--- src/sv/lru_key_value_cache_assert.svh ---
// assertion macros for the lru key-value cache
`ifndef LRU_KEY_VALUE_CACHE_ASSERT_SVH
`define LRU_KEY_VALUE_CACHE_ASSERT_SVH

// same-cycle implication, checked outside reset
`define LKVC_ASSERT_NOW(label, clk, rst_n, ante, cons) \
    label: assert property (@(posedge clk) disable iff (!rst_n) (ante) |-> (cons)) \
        else $error("lkvc assertion failed");

// next-cycle implication, checked outside reset
`define LKVC_ASSERT_NEXT(label, clk, rst_n, ante, cons) \
    label: assert property (@(posedge clk) disable iff (!rst_n) (ante) |=> (cons)) \
        else $error("lkvc assertion failed");

`endif

--- src/sv/lkvc_pkg.sv ---
// shared constants for the lru key-value cache
package lkvc_pkg;

    localparam int DEPTH_DEFAULT = 16;
    localparam int KEY_W         = 16;
    localparam int VALUE_W       = 32;
    localparam int CAP_W         = 5;
    localparam int IN_TDATA_W    = KEY_W + VALUE_W;

    localparam logic [CAP_W-1:0] CAP_RESET = CAP_W'(16);

    localparam logic OP_GET = 1'b0;
    localparam logic OP_PUT = 1'b1;

endpackage

--- src/sv/lkvc_ram.sv ---
// generic single-port-write ram with registered read
module lkvc_ram #(
    parameter int WIDTH = lkvc_pkg::VALUE_W,
    parameter int DEPTH = lkvc_pkg::DEPTH_DEFAULT
) (
    input  logic                     clk,
    input  logic                     we,
    input  logic [$clog2(DEPTH)-1:0] waddr,
    input  logic [WIDTH-1:0]         wdata,
    input  logic                     re,
    input  logic [$clog2(DEPTH)-1:0] raddr,
    output logic [WIDTH-1:0]         rdata
);

    logic [WIDTH-1:0] mem_reg [DEPTH];

    always_ff @(posedge clk)
    begin
        if (we)
        begin
            mem_reg[waddr] <= wdata;
        end
        if (re)
        begin
            rdata <= mem_reg[raddr];
        end
    end

endmodule

--- src/sv/lru_key_value_cache.sv ---
// an accepted transaction moves from the input register to the output register
// throughput: one transaction per cycle unless the output stalls; key match and rank
// update are combinational; the value store ram's registered read feeds the result stage
// reset clears valid bits, recency ranks and the entry count; capacity returns to 16
// key and value contents are not reset
`include "lru_key_value_cache_assert.svh"

module lru_key_value_cache #(
    parameter int DEPTH = lkvc_pkg::DEPTH_DEFAULT
) (
    input  logic                              clk,
    input  logic                              rst_n,
    input  logic                              cfg_we,
    input  logic [lkvc_pkg::CAP_W-1:0]        cfg_wdata,   // capacity
    input  logic                              s_tvalid,
    output logic                              s_tready,
    input  logic [lkvc_pkg::IN_TDATA_W-1:0]   s_tdata,     // key, value
    input  logic                              s_tuser,     // op
    output logic                              m_tvalid,
    input  logic                              m_tready,
    output logic [lkvc_pkg::VALUE_W-1:0]      m_tdata,     // read_value
    output logic                              m_tuser      // hit
);

    localparam int IW = $clog2(DEPTH);
    localparam int CW = $clog2(DEPTH + 1);
    localparam int EW = (CW > lkvc_pkg::CAP_W) ? CW : lkvc_pkg::CAP_W;
    localparam int KW = lkvc_pkg::KEY_W;
    localparam int VW = lkvc_pkg::VALUE_W;

    logic [lkvc_pkg::CAP_W-1:0] capacity_reg;

    logic          in_valid_reg;
    logic          in_op_reg;
    logic [KW-1:0] in_key_reg;
    logic [VW-1:0] in_value_reg;

    logic          out_valid_reg;
    logic          out_hit_reg;
    logic          out_rd_reg;

    logic [KW-1:0] key_reg   [DEPTH];
    logic [IW-1:0] rank_reg  [DEPTH];
    logic [IW-1:0] rank_next [DEPTH];
    logic [DEPTH-1:0] valid_reg;
    logic [DEPTH-1:0] valid_next;
    logic [CW-1:0]    count_reg;
    logic [CW-1:0]    count_next;

    logic             advance;
    logic             commit;
    logic [DEPTH-1:0] match;
    logic [DEPTH-1:0] oldest;
    logic [IW-1:0]    hit_idx;
    logic [IW-1:0]    victim_idx;
    logic [IW-1:0]    tgt_idx;
    logic [IW-1:0]    last_rank;
    logic [IW-1:0]    old_rank;
    logic [EW-1:0]    cap_ext;
    logic [EW-1:0]    cap_eff;
    logic             hit;
    logic             is_put;
    logic             fill;
    logic             was_valid;
    logic             ram_we;
    logic             ram_re;
    logic [VW-1:0]    ram_rdata;

    assign advance  = !out_valid_reg || m_tready;
    assign s_tready = !in_valid_reg || advance;
    assign commit   = in_valid_reg && advance;
    assign is_put   = (in_op_reg == lkvc_pkg::OP_PUT);

    // effective capacity, zero taken as one and saturated at depth
    always_comb
    begin
        cap_ext = EW'(capacity_reg);
        if (cap_ext == '0)
        begin
            cap_eff = EW'(1);
        end
        else if (cap_ext > EW'(DEPTH))
        begin
            cap_eff = EW'(DEPTH);
        end
        else
        begin
            cap_eff = cap_ext;
        end
    end

    // valid ranks are a permutation of 0 .. count-1, so the oldest holds count-1
    assign last_rank = IW'(count_reg - CW'(1));

    always_comb
    begin
        hit_idx    = '0;
        victim_idx = '0;
        for (int i = 0; i < DEPTH; i++)
        begin
            match[i]  = valid_reg[i] && (key_reg[i] == in_key_reg);
            oldest[i] = valid_reg[i] && (rank_reg[i] == last_rank);
            if (match[i])
            begin
                hit_idx = hit_idx | IW'(i);
            end
            if (oldest[i])
            begin
                victim_idx = victim_idx | IW'(i);
            end
        end
    end

    assign hit       = |match;
    assign fill      = !hit && is_put && (EW'(count_reg) < cap_eff);
    assign was_valid = !fill;
    // entries are never dropped, so the first free slot sits at the count
    assign tgt_idx   = hit ? hit_idx : (fill ? IW'(count_reg) : victim_idx);
    assign old_rank  = rank_reg[tgt_idx];

    always_comb
    begin
        valid_next = valid_reg;
        count_next = count_reg;
        for (int i = 0; i < DEPTH; i++)
        begin
            rank_next[i] = rank_reg[i];
        end
        if (commit && (hit || is_put))
        begin
            for (int i = 0; i < DEPTH; i++)
            begin
                if (IW'(i) == tgt_idx)
                begin
                    rank_next[i] = '0;
                end
                else if (valid_reg[i] && (!was_valid || rank_reg[i] < old_rank))
                begin
                    rank_next[i] = rank_reg[i] + IW'(1);
                end
            end
            if (fill)
            begin
                valid_next[tgt_idx] = 1'b1;
                count_next          = count_reg + CW'(1);
            end
        end
    end

    assign ram_we = commit && is_put;
    assign ram_re = commit && !is_put && hit;

    lkvc_ram #(
        .WIDTH (VW),
        .DEPTH (DEPTH)
    ) u_value_ram (
        .clk   (clk),
        .we    (ram_we),
        .waddr (tgt_idx),
        .wdata (in_value_reg),
        .re    (ram_re),
        .raddr (hit_idx),
        .rdata (ram_rdata)
    );

    always_ff @(posedge clk or negedge rst_n)
    begin
        if (!rst_n)
        begin
            capacity_reg  <= lkvc_pkg::CAP_RESET;
            in_valid_reg  <= 1'b0;
            out_valid_reg <= 1'b0;
            valid_reg     <= '0;
            count_reg     <= '0;
            for (int i = 0; i < DEPTH; i++)
            begin
                rank_reg[i] <= '0;
            end
        end
        else
        begin
            if (cfg_we)
            begin
                capacity_reg <= cfg_wdata;
            end
            if (s_tready)
            begin
                in_valid_reg <= s_tvalid;
            end
            if (advance)
            begin
                out_valid_reg <= in_valid_reg;
            end
            valid_reg <= valid_next;
            count_reg <= count_next;
            for (int i = 0; i < DEPTH; i++)
            begin
                rank_reg[i] <= rank_next[i];
            end
        end
    end

    always_ff @(posedge clk)
    begin
        if (s_tvalid && s_tready)
        begin
            in_op_reg    <= s_tuser;
            in_key_reg   <= s_tdata[KW-1:0];
            in_value_reg <= s_tdata[KW+VW-1:KW];
        end
        if (commit)
        begin
            out_hit_reg <= hit;
            out_rd_reg  <= hit && !is_put;
        end
        if (commit && is_put && !hit)
        begin
            key_reg[tgt_idx] <= in_key_reg;
        end
    end

    assign m_tvalid = out_valid_reg;
    assign m_tuser  = out_hit_reg;
    assign m_tdata  = out_rd_reg ? ram_rdata : '0;

    `LKVC_ASSERT_NOW(a_count_bound, clk, rst_n, 1'b1, count_reg <= CW'(DEPTH))
    `LKVC_ASSERT_NOW(a_valid_count, clk, rst_n, 1'b1, $countones(valid_reg) == int'(count_reg))
    `LKVC_ASSERT_NOW(a_match_unique, clk, rst_n, in_valid_reg, $onehot0(match))
    `LKVC_ASSERT_NEXT(a_fill_count, clk, rst_n, commit && fill,
        count_reg == $past(count_reg) + CW'(1))
    `LKVC_ASSERT_NEXT(a_commit_result, clk, rst_n, commit, m_tvalid)

endmodule
--- config.mk ---
export PLATFORM = sky130hd
export DESIGN_NAME = lru_key_value_cache
export DESIGN_NICKNAME = d
export VERILOG_FILES = /design/src/sv/lkvc_pkg.sv /design/src/sv/lkvc_ram.sv /design/src/sv/lru_key_value_cache.sv
export VERILOG_INCLUDE_DIRS = /design/src /design/src/sv
export SDC_FILE = /design/constraint.sdc
export NUM_CORES = 2
export LEC_CHECK = 0
export ABC_AREA = 1
export BUFFER_PORTS_ARGS = -buffer_cell sky130_fd_sc_hd__buf_2
export CAP_MARGIN = 20
export CORE_ASPECT_RATIO = 1.25
export CORE_UTILIZATION = 45
export CTS_CLUSTER_DIAMETER = 200
export DETAILED_ROUTE_END_ITERATION = 16
export PLACE_DENSITY = 0.71
export SLEW_MARGIN = 10
export SYNTH_ARGS = -nofsm -noshare
export SYNTH_HDL_FRONTEND = slang
export SYNTH_SLANG_ARGS = --single-unit
--- constraint.sdc ---
create_clock -name clk -period 5.15 [get_ports clk]
set_input_delay 0 -clock clk [delete_from_list [all_inputs] [get_ports clk]]
set_output_delay 0 -clock clk [all_outputs]
set_load 0.02 [all_outputs]
==> results.py <==
metrics = {
    "outcome": {
        "status": "finished, final reports clean",
    },
    "critical_path": {
        "worst_setup_path_end_kind": "register",
        "r2r_start": "in_key_reg[8]",
        "slowest_stage": "buf_4",
        "slowest_delay_ns": 0.44,
        "cp_top_family": "simple AND/OR/NAND/NOR gates",
        "cp-start-kind": "register",
        "worstPathRequired_ns": 5.72,
        "arrival_ns": 5.49,
        "path_common_cell": "nand2_1",
        "cp.buffers_inverters": 4,
        "crit_type": "register to register",
        "timing.rr.end": "rank_reg[23]",
        "crit_fanout": 26,
        "r2r_slack_ns": 0.22,
        "r2r_cells": 29,
    },
    "route": {
        "vias_per_cell": 5.63,
        "first_iter_violations": 3199,
        "drt_wl_total_mm": 128,
        "vias": 33180,
        "first_pass_iters": 5,
        "wl_per_cell_um": 21.7,
        "antenna_left": 0,
        "route.detailed.drc": 0,
    },
    "cells_and_area": {
        "nFillCells": 8322,
        "diodes": 0,
        "fin_util": 0.529,
        "area.growth.synth_to_final_pct": 15.8,
        "largest_reg_flops": 512,
        "layout-drive-gt1-share": 0.108,
        "design_area_sq_mm": 0.0510,
        "fin_nets": 4653,
    },
    "power": {
        "p_seq_frac": 0.338,
        "pwr-share-clk": 0.223,
        "power_frac_comb": 0.439,
        "p_leak_nw": 20.4,
        "powerDensity_mw_per_mm2": 602,
        "internal-power_mw": 18.3,
        "p_sw_mw": 12.4,
        "power.total_mw": 30.7,
        "ir_drop_v": 0.000740,
        "swShare": 0.405,
    },
    "synthesis": {
        "synth_nets": 4422,
        "synth_area_sq_mm": 0.0441,
        "ys_warn_count": 0,
        "ys_types": 57,
        "synth_cells": 4293,
        "syn_area_per_cell_sq_um": 10.3,
        "synth-seq-cells": 943,
        "yosysSeqAreaShare": 0.632,
    },
    "die": {
        "start_util": 0.457,
        "fp.dieW_um": 282,
        "dieArea_sq_mm": 0.0992,
        "rows": 127,
        "fp.dieH_um": 352,
        "pin_count": 94,
        "coreArea_sq_mm": 0.0965,
    },
    "hold_path": {
        "hold_depth": 2,
        "hold_class": "input port to register",
        "hold_start": "s_tdata[5]",
        "min_to": "in_key_reg[5]",
    },
    "global_routing": {
        "use_met3": 0.0365,
        "gr-total-overflow": 0,
        "grt_pass1_vias": 31943,
        "use_met2": 0.429,
        "antenna_found_initial": 2,
        "gr-usage-met1": 0.318,
        "grt.busiest_layer": "met2",
        "grt_usage": 0.257,
        "grt_max_degree": 111,
        "grt_pass1_wl_mm": 191,
    },
    "sta": {
        "fin_crit_sh": 0.957,
        "finalSetupViolations": 0,
        "maxSlewHeadroom": 0.327,
        "worst_slew_pin_slew_ns": 1.01,
        "maxSlewViolCount": 0,
        "finalHoldViolCount": 0,
        "fmax_mhz": 203,
        "clock_skew_ns": 0.0519,
        "fin_crit_ns": 4.93,
    },
    "clock_tree": {
        "clk_pin_slew_ns": 0.06,
        "cts_tree": "done",
        "clock-root-buffer": "clkbuf_16",
        "htreeDepth": 3,
        "clk_latency_ns": 0.70,
        "numCtsBuffers": 91,
        "ctsLongestPathBuffers": 3,
        "clock-sinks": 943,
    },
    "placement": {
        "post-dp-hpwl_mm": 77.9,
        "io_buffers": 93,
        "placed_cell_area_sq_mm": 0.0471,
        "gp_congestion": 0.979,
    },
    "flow_run": {
        "max-cap-violations": 0,
    },
}
worst reg2reg max path, delay by kind of cell (launching register included):
family	cells	cell delay, ns
buffers and inverters	4	1.02
xor gates and xnor gates	1	0.19
and+or+nand+nor	19	2.29
AOI/OAI and AO/OA	4	0.68
DFF	1	0.37
adders and majority gates	1	0.23
how the worst max path moves through the flow:
stage,endpoint,depth (start not counted),from
2_1_floorplan,rank_reg[58],34,count_reg[0]
4_1_cts,rank_reg[23],29,in_key_reg[12]
3_3_place_gp,rank_reg[0],28,in_key_reg[12]
6_report,rank_reg[23],29,in_key_reg[8]
3_5_place_dp,rank_reg[55],28,in_key_reg[12]
5_1_grt,rank_reg[55],33,in_key_reg[12]
synthesized netlist by cell type, drive strengths merged:
cell     count  area (sq um)
o21ai      401          2010
a21oi       53           265
clkinv       1          3.75
o211ai      66           500
a211oi       4          30.0
and3b        1          8.76
nor4         4          46.3
ha          70           876
o2111ai      8          70.1
a31oi        1          21.3
nor3        50           255
o22ai       95           594
xnor2       41           378
nand4       68           425
mux2         3          33.8
o221ai      64           561
nor2       596          2290
a22oi        3          22.5
dfrtp       91          2280
nor3b        2          15.0
xor2        56           490
and3         4          25.0
a2111oi      1          8.76
edfxtp     851         25600
o21bai       3          22.5
nand3b      10          75.1
dfstp        1          26.3
inv        382          1430
o32ai        1          8.76
buf         67           447
o21a         1          7.51
nand3      162           821
o31ai        3          36.3
nand2      984          3770
a221oi       6          52.6
clkbuf     111           417
or2         28           175
cell families after synthesis:
group,after synthesis,synth area share
XOR/XNOR,97,0.0197
AO/OA/AOI/OAI,710,0.0956
AND/OR/NAND/NOR,1909,0.179
buffers and inverters,561,0.0522
flip-flops,943,0.632
multiplexers,3,0.000767
adder cells (fa/ha/maj),70,0.0199
power groups by stage:
stage / registers [mW] / logic [mW] / clock network, mW
2_1_floorplan: 10.3 / 8.72 / 0
3_3_place_gp: 10.5 / 12.5 / 0
3_5_place_dp: 10.5 / 12.8 / 0
4_1_cts: 10.3 / 12.9 / 6.93
5_1_grt: 10.4 / 14.9 / 7.22
6_report: 10.4 / 13.5 / 6.85
what timing repair did:
action | CTS | global route
hold buffers | 77 | 0
endpoints found under the setup margin | 6 | 64
gates resized for setup | 1 | 15
buffers inserted | 0 | 6
endpoints found under the hold margin | 113 | 0
pin swaps | 0 | 3
per-stage QoR:
stage | setup WS, ns | hold WS [ns] | cells | setup TNS [ns]
3_3_place_gp | 0.0489 | 0.0101 | 5638 | 0
6_report | 0.224 | 0.0217 | 5891 | 0
4_1_cts | 0.00211 | 0.0000750 | 5885 | 0
2_1_floorplan | 0.0905 | -0.296 | 4293 | 0
5_1_grt | -0.0414 | 0.0114 | 5891 | -0.0414
3_5_place_dp | -0.00577 | 0.0156 | 5638 | -0.00577
layout make-up:
type	count	area, sq um	share of cell area
inverter	383	1460	0.0285
tap	1290	1610	0.0316
multi-input combinational	2789	14200	0.278
clock inverter	49	594	0.0116
clock buffer	121	2470	0.0484
timing repair buffer	316	2850	0.0558
sequential	943	27900	0.546
placed cells by master, fill, tap and decap left out, types with 13 or more instances in the layout:
| cell type | instances |
|---|---|
| a21oi_1 | 52 |
| buf_12 | 41 |
| buf_2 | 92 |
| buf_4 | 106 |
| clkbuf_1 | 23 |
| clkbuf_16 | 92 |
| clkinv_1 | 17 |
| clkinv_2 | 13 |
| dfrtp_1 | 91 |
| dlygate4sd3_1 | 76 |
| edfxtp_1 | 851 |
| ha_1 | 70 |
| inv_1 | 355 |
| inv_2 | 20 |
| nand2_1 | 966 |
| nand3_1 | 160 |
| nand4_1 | 68 |
| nor2_1 | 564 |
| nor2_4 | 20 |
| nor3_1 | 32 |
| nor3_2 | 16 |
| o211ai_1 | 65 |
| o21ai_0 | 339 |
| o21ai_1 | 61 |
| o221ai_1 | 63 |
| o22ai_1 | 95 |
| xnor2_1 | 40 |
| xor2_1 | 56 |
metal layers:
layer  wire length [um]  share of wire  vias up
met5                 15        0.00012        -
met4               7870          0.062        2
met3               9470          0.074      378
met2              61700           0.48     1507
met1              48600           0.38    15975
li1                   -              -    15318
(Power assumes the default switching activity.)
